--- config.mk ---
export PLATFORM = sky130hd
export DESIGN_NAME = pta_job_fifo
export DESIGN_NICKNAME = d
export VERILOG_FILES = /design/src/hdl/pta_pkg.sv /design/src/hdl/pta_job_fifo.sv
export SDC_FILE = /design/constraint.sdc
export NUM_CORES = 1
export LEC_CHECK = 0
export BUFFER_PORTS_ARGS = -buffer_cell sky130_fd_sc_hd__buf_4
export CORE_MARGIN = 2
export CORE_UTILIZATION = 30
export CTS_BUF_LIST = sky130_fd_sc_hd__clkbuf_2 sky130_fd_sc_hd__clkbuf_4 sky130_fd_sc_hd__clkbuf_8
export DETAILED_ROUTE_END_ITERATION = 6
export SYNTH_ARGS = -nofsm -noshare
export SYNTH_HDL_FRONTEND = slang
export SYNTH_SLANG_ARGS = --single-unit
--- constraint.sdc ---
create_clock -name clk_i -period 5.4 [get_ports clk_i]
set_clock_uncertainty 0.1 [all_clocks]
set_input_delay 0 -clock clk_i [delete_from_list [all_inputs] [get_ports clk_i]]
set_output_delay 0 -clock clk_i [all_outputs]
set_load 0.03 [all_outputs]
--- src/hdl/pta_pkg.sv ---
`default_nettype none

package pta_pkg;

  localparam int unsigned HandleW = 16;
  localparam int unsigned KindW   = 3;
  localparam int unsigned CornerW = 2;
  localparam int unsigned MaxRes  = 6;
  localparam int unsigned CountW  = 3;

  // Primitive kind codes
  localparam logic [KindW-1:0] KindTri    = 3'd0;
  localparam logic [KindW-1:0] KindStrip  = 3'd1;
  localparam logic [KindW-1:0] KindFan    = 3'd2;
  localparam logic [KindW-1:0] KindPoly   = 3'd3;
  localparam logic [KindW-1:0] KindQuads  = 3'd4;
  localparam logic [KindW-1:0] KindQStrip = 3'd5;
  localparam logic [KindW-1:0] KindLines  = 3'd6;
  localparam logic [KindW-1:0] KindLStrip = 3'd7;

  // One queued emission: up to six handles that share a segment flag
  typedef struct packed {
    logic [CountW-1:0]                count;
    logic                             is_segment;
    logic [MaxRes-1:0][HandleW-1:0]   handle;
  } job_t;

  // Queue status seen by the front and back parts
  typedef struct packed {
    logic full;
    logic valid;
  } q_stat_t;

endpackage

`default_nettype wire

--- src/hdl/pta_job_fifo.sv ---
`default_nettype none

module pta_job_fifo import pta_pkg::*; (
  input  logic    clk_i,
  input  logic    rst_ni,
  input  logic    push_i,
  input  job_t    job_i,
  input  logic    pop_i,
  output job_t    job_o,
  output q_stat_t stat_o
);

  job_t       mem_q [2];
  logic       wr_q, rd_q;
  logic [1:0] cnt_q;

  assign stat_o.full  = (cnt_q == 2'd2);
  assign stat_o.valid = (cnt_q != 2'd0);
  assign job_o        = mem_q[rd_q];

  always_ff @(posedge clk_i) begin
    if (push_i) begin
      mem_q[wr_q] <= job_i;
    end
  end

  always_ff @(posedge clk_i or negedge rst_ni) begin
    if (!rst_ni) begin
      wr_q  <= 1'b0;
      rd_q  <= 1'b0;
      cnt_q <= '0;
    end else begin
      if (push_i) wr_q <= !wr_q;
      if (pop_i)  rd_q <= !rd_q;
      unique case ({push_i, pop_i})
        2'b10:   cnt_q <= cnt_q + 2'd1;
        2'b01:   cnt_q <= cnt_q - 2'd1;
        default: cnt_q <= cnt_q;
      endcase
    end
  end

`ifndef SYNTHESIS
  a_no_overflow: assert property (@(posedge clk_i) disable iff (!rst_ni)
    push_i |-> !stat_o.full || pop_i) else $error("job queue overflow");
  a_no_underflow: assert property (@(posedge clk_i) disable iff (!rst_ni)
    pop_i |-> stat_o.valid) else $error("job queue underflow");
  a_cnt_range: assert property (@(posedge clk_i) disable iff (!rst_ni)
    cnt_q != 2'd3) else $error("job queue count out of range");
`endif

endmodule

`default_nettype wire

==> results of run 1 <==
[sequential cells by signal (all words and copies together) (netlist names)]
register / cells
cnt_q: 2
mem_q: 200
rd_q: 1
wr_q: 1
[through the flow]
stage	power (uW)	hold slack (ns)	instance area, sq um	util, %
2_1_floorplan	3970	-0.396	7850	-
3_3_place_gp	4550	-0.302	9680	37.3
3_5_place_dp	4590	-0.299	9680	37.3
4_1_cts	6100	0.0888	11400	44.2
5_1_grt	6270	0.0992	11400	44.2
6_report	6000	0.130	11400	44.2
[cell usage in the layout (no fill, tap or decap)]
master,n
inv_1,1
clkbuf_8,38
mux2_4,90
clkbuf_4,13
dlygate4sd3_1,104
dfrtp_4,1
edfxtp_1,200
clkinv_2,3
nor2_4,1
ha_1,1
clkinv_1,6
dfrtp_1,3
nor2_1,1
bufinv_16,2
buf_12,2
inv_6,1
and2_4,1
xnor2_1,2
or2_2,1
mux2_2,10
nor2b_1,1
buf_4,206
xor2_1,3
[worst min-delay path by stage]
stage,start,end,slack (ns)
floorplan,rst_ni,cnt_q[0],-0.40
global placement,rst_ni,cnt_q[1],-0.30
detailed placement,rst_ni,cnt_q[0],-0.30
CTS,job_i[79],mem_q[0][79],0.09
global route,job_i[87],mem_q[0][87],0.1
finish,job_i[40],mem_q[0][40],0.13
[layer usage]
metal	GRT usage (%)	part of all wire, %
met4	3.78	2.1
met2	20.2	50
met5	0	0
met1	13.2	40
met3	3.57	7.1
[critical path: stages, from the launching register on]
cell	delay, ns
dfrtp_4	1.05
buf_12	0.44
mux2_2	0.39
buf_4	0.17
[power by group]
part	internal, uW	switching, uW	leakage (uW)
Combinational	1060	1230	0.00227
Clock	835	585	0.000387
Sequential	2110	191	0.00192
Total	4000	2000	0.00457
[what timing repair did]
action	in CTS	in global routing
hold buffers	104	0
hold endpoints to repair	208	0
buffers inserted	0	0
[cells by family after synthesis]
| kind of cell | after synthesis | share of synthesized area (%) |
|---|---|---|
| AND/OR/NAND/NOR | 5 | 0.335 |
| flip-flops | 204 | 77.8 |
| adder cells (fa/ha/maj) | 1 | 0.159 |
| buffers and inverters | 12 | 2.55 |
| XOR/XNOR | 5 | 0.558 |
| multiplexers | 100 | 18.6 |
[area by class of cell]
class / instances / share of cell area, %
Clock inverter: 12 / 0.929
Inverter: 1 / 0.0328
Sequential cell: 204 / 53.4
Timing Repair Buffer: 312 / 23.0
Tap cell: 335 / 3.66
Multi-Input combinational cell: 111 / 13.6
Clock buffer: 51 / 5.42
==> summary.txt, run 1 <==
Synth Warn # -> 0
Syn Area/Cell -> 24.0 sq um
Syn-to-layout area delta -> 45.7%
top cells by count, synth -> edfxtp_1, mux2_4, mux2_2
PD cells -> 525 nW/um^2
share of cells above drive strength 1 -> 53.4%
worst slack at placement -> 3.05 ns
pin slew with the least headroom to its limit -> 1.18 ns
critical path fanouts, max -> 54
H-tree levels -> 2
worst path arrival time -> 2.68 ns
fin crit share -> 51.5%
total CTS buffers -> 36
Ports -> 206
EDFF count, synth -> 200
startpoint types -> flip-flop
number of global-route vias before repair -> 4718
R2R Path Start -> wr_q
CTS tree -> done
synthesized instance count -> 327
# diodes -> 0
post-synth top area share -> 76.5%
Static Leakage -> 0.00457 uW
Final HPWL DP -> 9960 um
Rel. slew slack -> 21.0%
Slew Limit Fails -> 0
Final WS setup -> 2.62 ns
endpoint type of the worst setup path -> primary output
placed cell count -> 859
Initial Utilization -> 30.3%
DRT Pass-1 Iters -> 4
Netlist cell types -> 15
Yosys reg bits -> 204
Bufs on Longest Clock Path -> 3
setup violators final -> 0
# fillers -> 2257
hold depth -> 2
gpl congestion -> 0.708
RSZ-0062 raised after global routing -> false
number of nets with antenna violations after routing -> 0
Syn Nets -> 432
most common cell in the netlist -> edfxtp_1
CTS-repair resized insts -> 0
via/cell ratio -> 4.17
# Max-Cap Violations -> 0
fmax -> 360 MHz
worst skew pair latency -> 0.49 ns
Final Non-Filler Cells -> 1026
reg-to-reg endpoint -> mem_q[0][22]
Seq/Total Area, Yosys -> 77.8%
drt total wl -> 16300 um
Yosys top cell by area -> edfxtp_1
sequential cell area -> 6110 sq um
pin count of the biggest net entering global routing -> 64
Synth async-reset ratio -> 1.96%
Post-Syn Area -> 7850 sq um
required time of the critical path -> 5.30 ns
post-route minimum period -> 2.78 ns
fin nets -> 771
drt initial violations -> 167
multi-input logic area -> 1560 sq um
total number of placement rows -> 59
hold crit path type -> in2reg
Worst Setup EP -> job_o[94]
R2R Setup Slk -> 3.09 ns
first-pass GRT wire length -> 25000 um
status -> finished clean
Die Footprint -> 27500 sq um
port bufs -> 205
Crit Path Class -> reg2out
drt drc -> 0
core area -> 25900 sq um
ys flop type -> edfxtp_1
worst r2r path cells -> 2
CTS Root Cell -> clkbuf_8
total track usage -> 11.4%
Via Count -> 4282
# clock sinks -> 204
Crit. Startpoint -> rd_q
Synth area leaders -> edfxtp_1, mux2_4, buf_12
GRT Residual Overflow -> 0
routed len/inst -> 15.9 um
Max rail drop VDD -> 394 uV
Die W -> 166 um
final hold violations -> 0
clk slew on worst S/H paths -> 0.06 ns
initial antenna violation count -> 0
die height -> 166 um
final setup TNS -> 0 ns
Power figures use the tool's default switching activity.
==> run 2, diff against run 1 <==
==> constraint.sdc (replaced) <==
create_clock -name clk_i -period 2.5 [get_ports clk_i]
set_clock_uncertainty 0.1 [all_clocks]
set_input_delay 0 -clock clk_i [delete_from_list [all_inputs] [get_ports clk_i]]
set_output_delay 0 -clock clk_i [all_outputs]
set_load 0.03 [all_outputs]
==> summary.txt, run 2 (synthesis gave the netlist of run 1 again) <==
status -> finished clean
drt total wl -> 16000 um (-1.9%)
PD cells -> 1130 nW/um^2 (+120%)
core area -> 25900 sq um (unchanged)
RSZ-0062 raised after global routing -> false
Crit Path Class -> reg2out
fin nets -> 773 (+0.26%)
# Max-Cap Violations -> 0 (unchanged)
worst slack at placement -> 0.823 ns (-2.23 ns)
final hold violations -> 0 (unchanged)
total CTS buffers -> 36 (unchanged)
via/cell ratio -> 4.20 (+0.73%)
worst skew pair latency -> 0.50 ns (about the same)
Static Leakage -> 0.00459 uW (+0.41%)
Largest regs -> mem_q x200, cnt_q x2
fin crit share -> 86.9%
# diodes -> 0 (unchanged)
port bufs -> 205 (unchanged)
drt drc -> 0 (unchanged)
commonest non-fill, non-tap cell in the layout -> buf_4
placed cell count -> 861 (+0.23%)
pin slew with the least headroom to its limit -> 0.586 ns (-0.597 ns)
startpoint types -> flip-flop
Final Cell Area -> 11500 sq um (+0.39%)
total number of placement rows -> 59 (unchanged)
Initial Utilization -> 30.3% (unchanged)
fmax -> 460 MHz
final setup TNS -> 0 ns (unchanged)
GRT Residual Overflow -> 0 (unchanged)
commonest cells after routing, fill and taps aside -> buf_4, edfxtp_1, dlygate4sd3_1
initial antenna violation count -> 0 (unchanged)
Via Count -> 4309 (+0.63%)
Syn-to-layout area delta -> 46.3%
first-pass GRT wire length -> 24700 um (-1.2%)
setup violators final -> 0 (unchanged)
die height -> 166 um (unchanged)
R2R Setup Slk -> 0.92 ns (-2.17 ns)
drt initial violations -> 128 (-23%)
DRT Pass-1 Iters -> 4 (unchanged)
critical path fanouts, max -> 34 (-37%)
total track usage -> 11.3% (-0.18 points)
Ports -> 206 (unchanged)
Rel. slew slack -> 61.0% (+40 points)
endpoint type of the worst setup path -> primary output
pin count of the biggest net entering global routing -> 101 (+58%)
Die W -> 166 um (unchanged)
CTS tree -> done
number of global-route vias before repair -> 4846 (+2.7%)
CTS-repair resized insts -> 0 (unchanged)
H-tree levels -> 2 (unchanged)
Final WS setup -> 0.327 ns (-2.29 ns)
routed len/inst -> 15.6 um (-1.8%)
Largest register FFs -> 200 (unchanged)
Biggest register -> mem_q
fin util -> 44.3% (+0.17 points)
# clock sinks -> 204 (unchanged)
number of nets with antenna violations after routing -> 0 (unchanged)
hold crit path type -> in2reg
gpl congestion -> 0.686 (-3.1%)
required time of the critical path -> 2.40 ns (-2.90 ns)
CTS Root Cell -> clkbuf_8
Max rail drop VDD -> 697 uV (+77%)
post-route minimum period -> 2.17 ns
Bufs on Longest Clock Path -> 3 (unchanged)
Final Non-Filler Cells -> 1025 (-0.097%)
worst path arrival time -> 2.07 ns (-0.61 ns)
share of cells above drive strength 1 -> 53.6% (+0.22 points)
Die Footprint -> 27500 sq um (unchanged)
Area after DPL -> 9720 sq um (+0.41%)
clk slew on worst S/H paths -> 0.06 ns (about the same)
Final HPWL DP -> 9790 um (-1.7%)
Slew Limit Fails -> 0 (unchanged)
## run 2: cell count changes in the layout (fill, tap and decap cells not counted)
cell,previous run,this run
clkbuf_4,13,10
buf_12,2,4
clkinv_1,6,4
bufinv_16,2,3
clkinv_2,3,4
## run 2: metrics by stage
| step | power, uW | hold WS [ns] |
|---|---|---|
| CTS | 13200 | 0.0661 |
| global route | 13600 | 0.0843 |
| detailed placement | 9930 | -0.303 |
| global placement | 9850 | -0.303 |
| finish | 13000 | 0.118 |
| floorplan | 8520 | -0.396 |
## run 2: cell type report
type	instances	area (sq um)
Fill cell	2244	14400
Sequential cell	204	6110
Timing Repair Buffer	314	2670
Multi-Input combinational cell	111	1560
Clock buffer	48	598
Tap cell	335	419
Clock inverter	12	134
Inverter	1	3.75
## run 2: per-layer routing
layer | vias to the layer above | wire [um] | GRT usage (%)
li1 | 1981 | - | -
met2 | 159 | 8150 | 19.9
met3 | 43 | 1080 | 3.69
met5 | - | 0 | 0
met1 | 2126 | 6270 | 12.3
met4 | 0 | 472 | 5.10
## run 2: report_power, final
group	total (uW)	leakage [uW]	internal (uW)	switching, uW
logic	5090	0.00228	2310	2780
registers	4810	0.00192	4550	261
clock network	3120	0.000388	1860	1260
## run 2: worst paths after layout
path / from / endpoint / cells past startpoint
hold / removal: job_i[2] / mem_q[1][2] / 2
setup / recovery: rd_q / job_o[94] / 3
setup reg to reg: wr_q / mem_q[0][30] / 2
max in group asynchronous: rst_ni / rd_q / 3
min in group asynchronous: rst_ni / rd_q / 3
hold reg to reg: cnt_q[1] / cnt_q[1] / 1
## run 2: timing repair
| action | CTS | global route |
|---|---|---|
| buffers inserted | 0 | 0 |
| endpoints found under the hold margin | 208 | 0 |
| hold buffers | 104 | 0 |
## run 2: critical path: stages (launching register included)
cell     delay, ns
dfrtp_4       0.68
buf_12        0.33
mux2_2        0.37
buf_4         0.17
==> run 3, diff against run 2 <==
--- a/config.mk
+++ b/config.mk
@@ -10,6 +10,8 @@
 export CORE_UTILIZATION = 30
 export CTS_BUF_LIST = sky130_fd_sc_hd__clkbuf_2 sky130_fd_sc_hd__clkbuf_4 sky130_fd_sc_hd__clkbuf_8
 export DETAILED_ROUTE_END_ITERATION = 6
+export PLACE_DENSITY = 0.52
+export SETUP_SLACK_MARGIN = 0.1
 export SYNTH_ARGS = -nofsm -noshare
 export SYNTH_HDL_FRONTEND = slang
 export SYNTH_SLANG_ARGS = --single-unit
==> summary.txt, run 3 (synthesis gave the netlist of run 1 again) <==
CTS-repair resized insts -> 0 (unchanged)
Final Cell Area -> 11400 sq um (-0.57%)
fmax -> 471 MHz (+2.3%)
fin nets -> 777 (+0.52%)
commonest cells after routing, fill and taps aside -> buf_4, edfxtp_1, dlygate4sd3_1
Area after DPL -> 9750 sq um (+0.36%)
# diodes -> 0 (unchanged)
total track usage -> 11.4% (+0.15 points)
placed cell count -> 864 (+0.35%)
gpl congestion -> 0.708 (+3.2%)
drt initial violations -> 177 (+38%)
fin crit share -> 85.0% (-1.9 points)
pin count of the biggest net entering global routing -> 57 (-44%)
port bufs -> 205 (unchanged)
Bufs on Longest Clock Path -> 3 (unchanged)
pin slew with the least headroom to its limit -> 0.644 ns (+0.0586 ns)
CTS tree -> done
status -> finished clean
Static Leakage -> 0.00456 uW (-0.74%)
first-pass GRT wire length -> 24700 um (about the same)
Rel. slew slack -> 57.0% (-3.9 points)
critical path fanouts, max -> 35 (+2.9%)
Max rail drop VDD -> 651 uV (-6.6%)
# Max-Cap Violations -> 0 (unchanged)
core area -> 25900 sq um (unchanged)
drt drc -> 0 (unchanged)
endpoint type of the worst setup path -> primary output
Slew Limit Fails -> 0 (unchanged)
drt total wl -> 16000 um (+0.48%)
# clock sinks -> 204 (unchanged)
Syn-to-layout area delta -> 45.5%
final setup TNS -> 0 ns (unchanged)
total number of placement rows -> 59 (unchanged)
fin util -> 44.1% (-0.25 points)
final hold violations -> 0 (unchanged)
share of cells above drive strength 1 -> 52.9% (-0.73 points)
worst path arrival time -> 2.02 ns (-0.05 ns)
DRT Pass-1 Iters -> 4 (unchanged)
Final Non-Filler Cells -> 1027 (+0.20%)
Final HPWL DP -> 10200 um (+4.3%)
CTS Root Cell -> clkbuf_8
die height -> 166 um (unchanged)
Crit Path Class -> reg2out
total CTS buffers -> 37 (+2.8%)
multi-input logic area -> 1560 sq um (unchanged)
PD cells -> 1110 nW/um^2 (-2.1%)
Biggest register -> mem_q
sequential cell area -> 6110 sq um (unchanged)
Initial Utilization -> 30.3% (unchanged)
routed len/inst -> 15.6 um (+0.29%)
startpoint types -> flip-flop
number of nets with antenna violations after routing -> 0 (unchanged)
Die W -> 166 um (unchanged)
hold crit path type -> in2reg
initial antenna violation count -> 0 (unchanged)
setup violators final -> 0 (unchanged)
clk slew on worst S/H paths -> 0.06 ns (about the same)
Die Footprint -> 27500 sq um (unchanged)
commonest non-fill, non-tap cell in the layout -> buf_4
worst skew pair latency -> 0.51 ns (about the same)
post-route minimum period -> 2.12 ns (-0.0483 ns)
Via Count -> 4274 (-0.81%)
RSZ-0062 raised after global routing -> false
Ports -> 206 (unchanged)
Tot Pwr -> 12700 uW (-2.7%)
GRT Residual Overflow -> 0 (unchanged)
# fillers -> 2280 (+1.6%)
H-tree levels -> 2 (unchanged)
via/cell ratio -> 4.16 (-1.0%)
required time of the critical path -> 2.40 ns (about the same)
Largest regs -> mem_q x200, cnt_q x2
Largest register FFs -> 200 (unchanged)
number of global-route vias before repair -> 4704 (-2.9%)
[run 3: changes by cell type in the layout (fill, tap and decap cells not counted)]
cell | previous run | this run
buf_4 | 206 | 208
inv_6 | 1 | 0
clkinv_2 | 4 | 2
bufinv_16 | 3 | 0
clkinv_1 | 4 | 10
clkbuf_8 | 38 | 37
buf_12 | 4 | 5
[run 3: repair_timing]
action | 4_1_cts | 5_1_grt
hold buffers | 104 | 0
buffers inserted | 0 | 0
hold endpoints to repair | 231 | 0
setup endpoints to repair | 0 | 0
[run 3: path summary, 6_finish.rpt]
| check | from | endpoint | slack (ns) | cells after the start |
|---|---|---|---|---|
| setup / recovery | rd_q | job_o[87] | 0.38 | 3 |
| hold / removal | job_i[62] | mem_q[1][62] | 0.12 | 2 |
| setup reg to reg | wr_q | mem_q[1][42] | 0.82 | 2 |
| hold reg to reg | cnt_q[1] | cnt_q[1] | 0.40 | 1 |
| max in group asynchronous | rst_ni | rd_q | 1.79 | 3 |
| min in group asynchronous | rst_ni | cnt_q[1] | 0.31 | 3 |
[run 3: report_power, final]
| group | internal [uW] | leakage [uW] | switching (uW) |
|---|---|---|---|
| Sequential | 4550 | 0.00192 | 241 |
| Combinational | 2340 | 0.00230 | 2820 |
| Clock | 1500 | 0.000336 | 1220 |
| Total | 8390 | 0.00456 | 4280 |
[run 3: final cells by class]
cell class	count	area share, %
inverters	1	0.0329
clock buffers	47	5.11
flip-flops and latches	204	53.5
multi-input cells	111	13.6
repair buffers	317	23.7
clock inverters	12	0.416
well taps	335	3.67
[run 3: critical path, stage by stage, from the launching register on]
cell,delay [ns]
dfrtp_4,0.62
buf_12,0.29
mux2_2,0.38
buf_4,0.17
[run 3: through the flow]
stage | worst slack, ns | hold slack, ns
CTS | 0.321 | 0.0725
floorplan | 0.0943 | -0.396
detailed placement | 0.841 | -0.300
finish | 0.376 | 0.115
global placement | 0.853 | -0.300
global route | 0.269 | 0.0833
[run 3: metal layers]
layer	vias to the layer above	GRT usage, %	wire (um)
met3	37	3.77	1100
met2	156	19.4	7950
met5	-	0	0
met4	0	4.42	450
met1	2095	13.4	6540
li1	1986	-	-
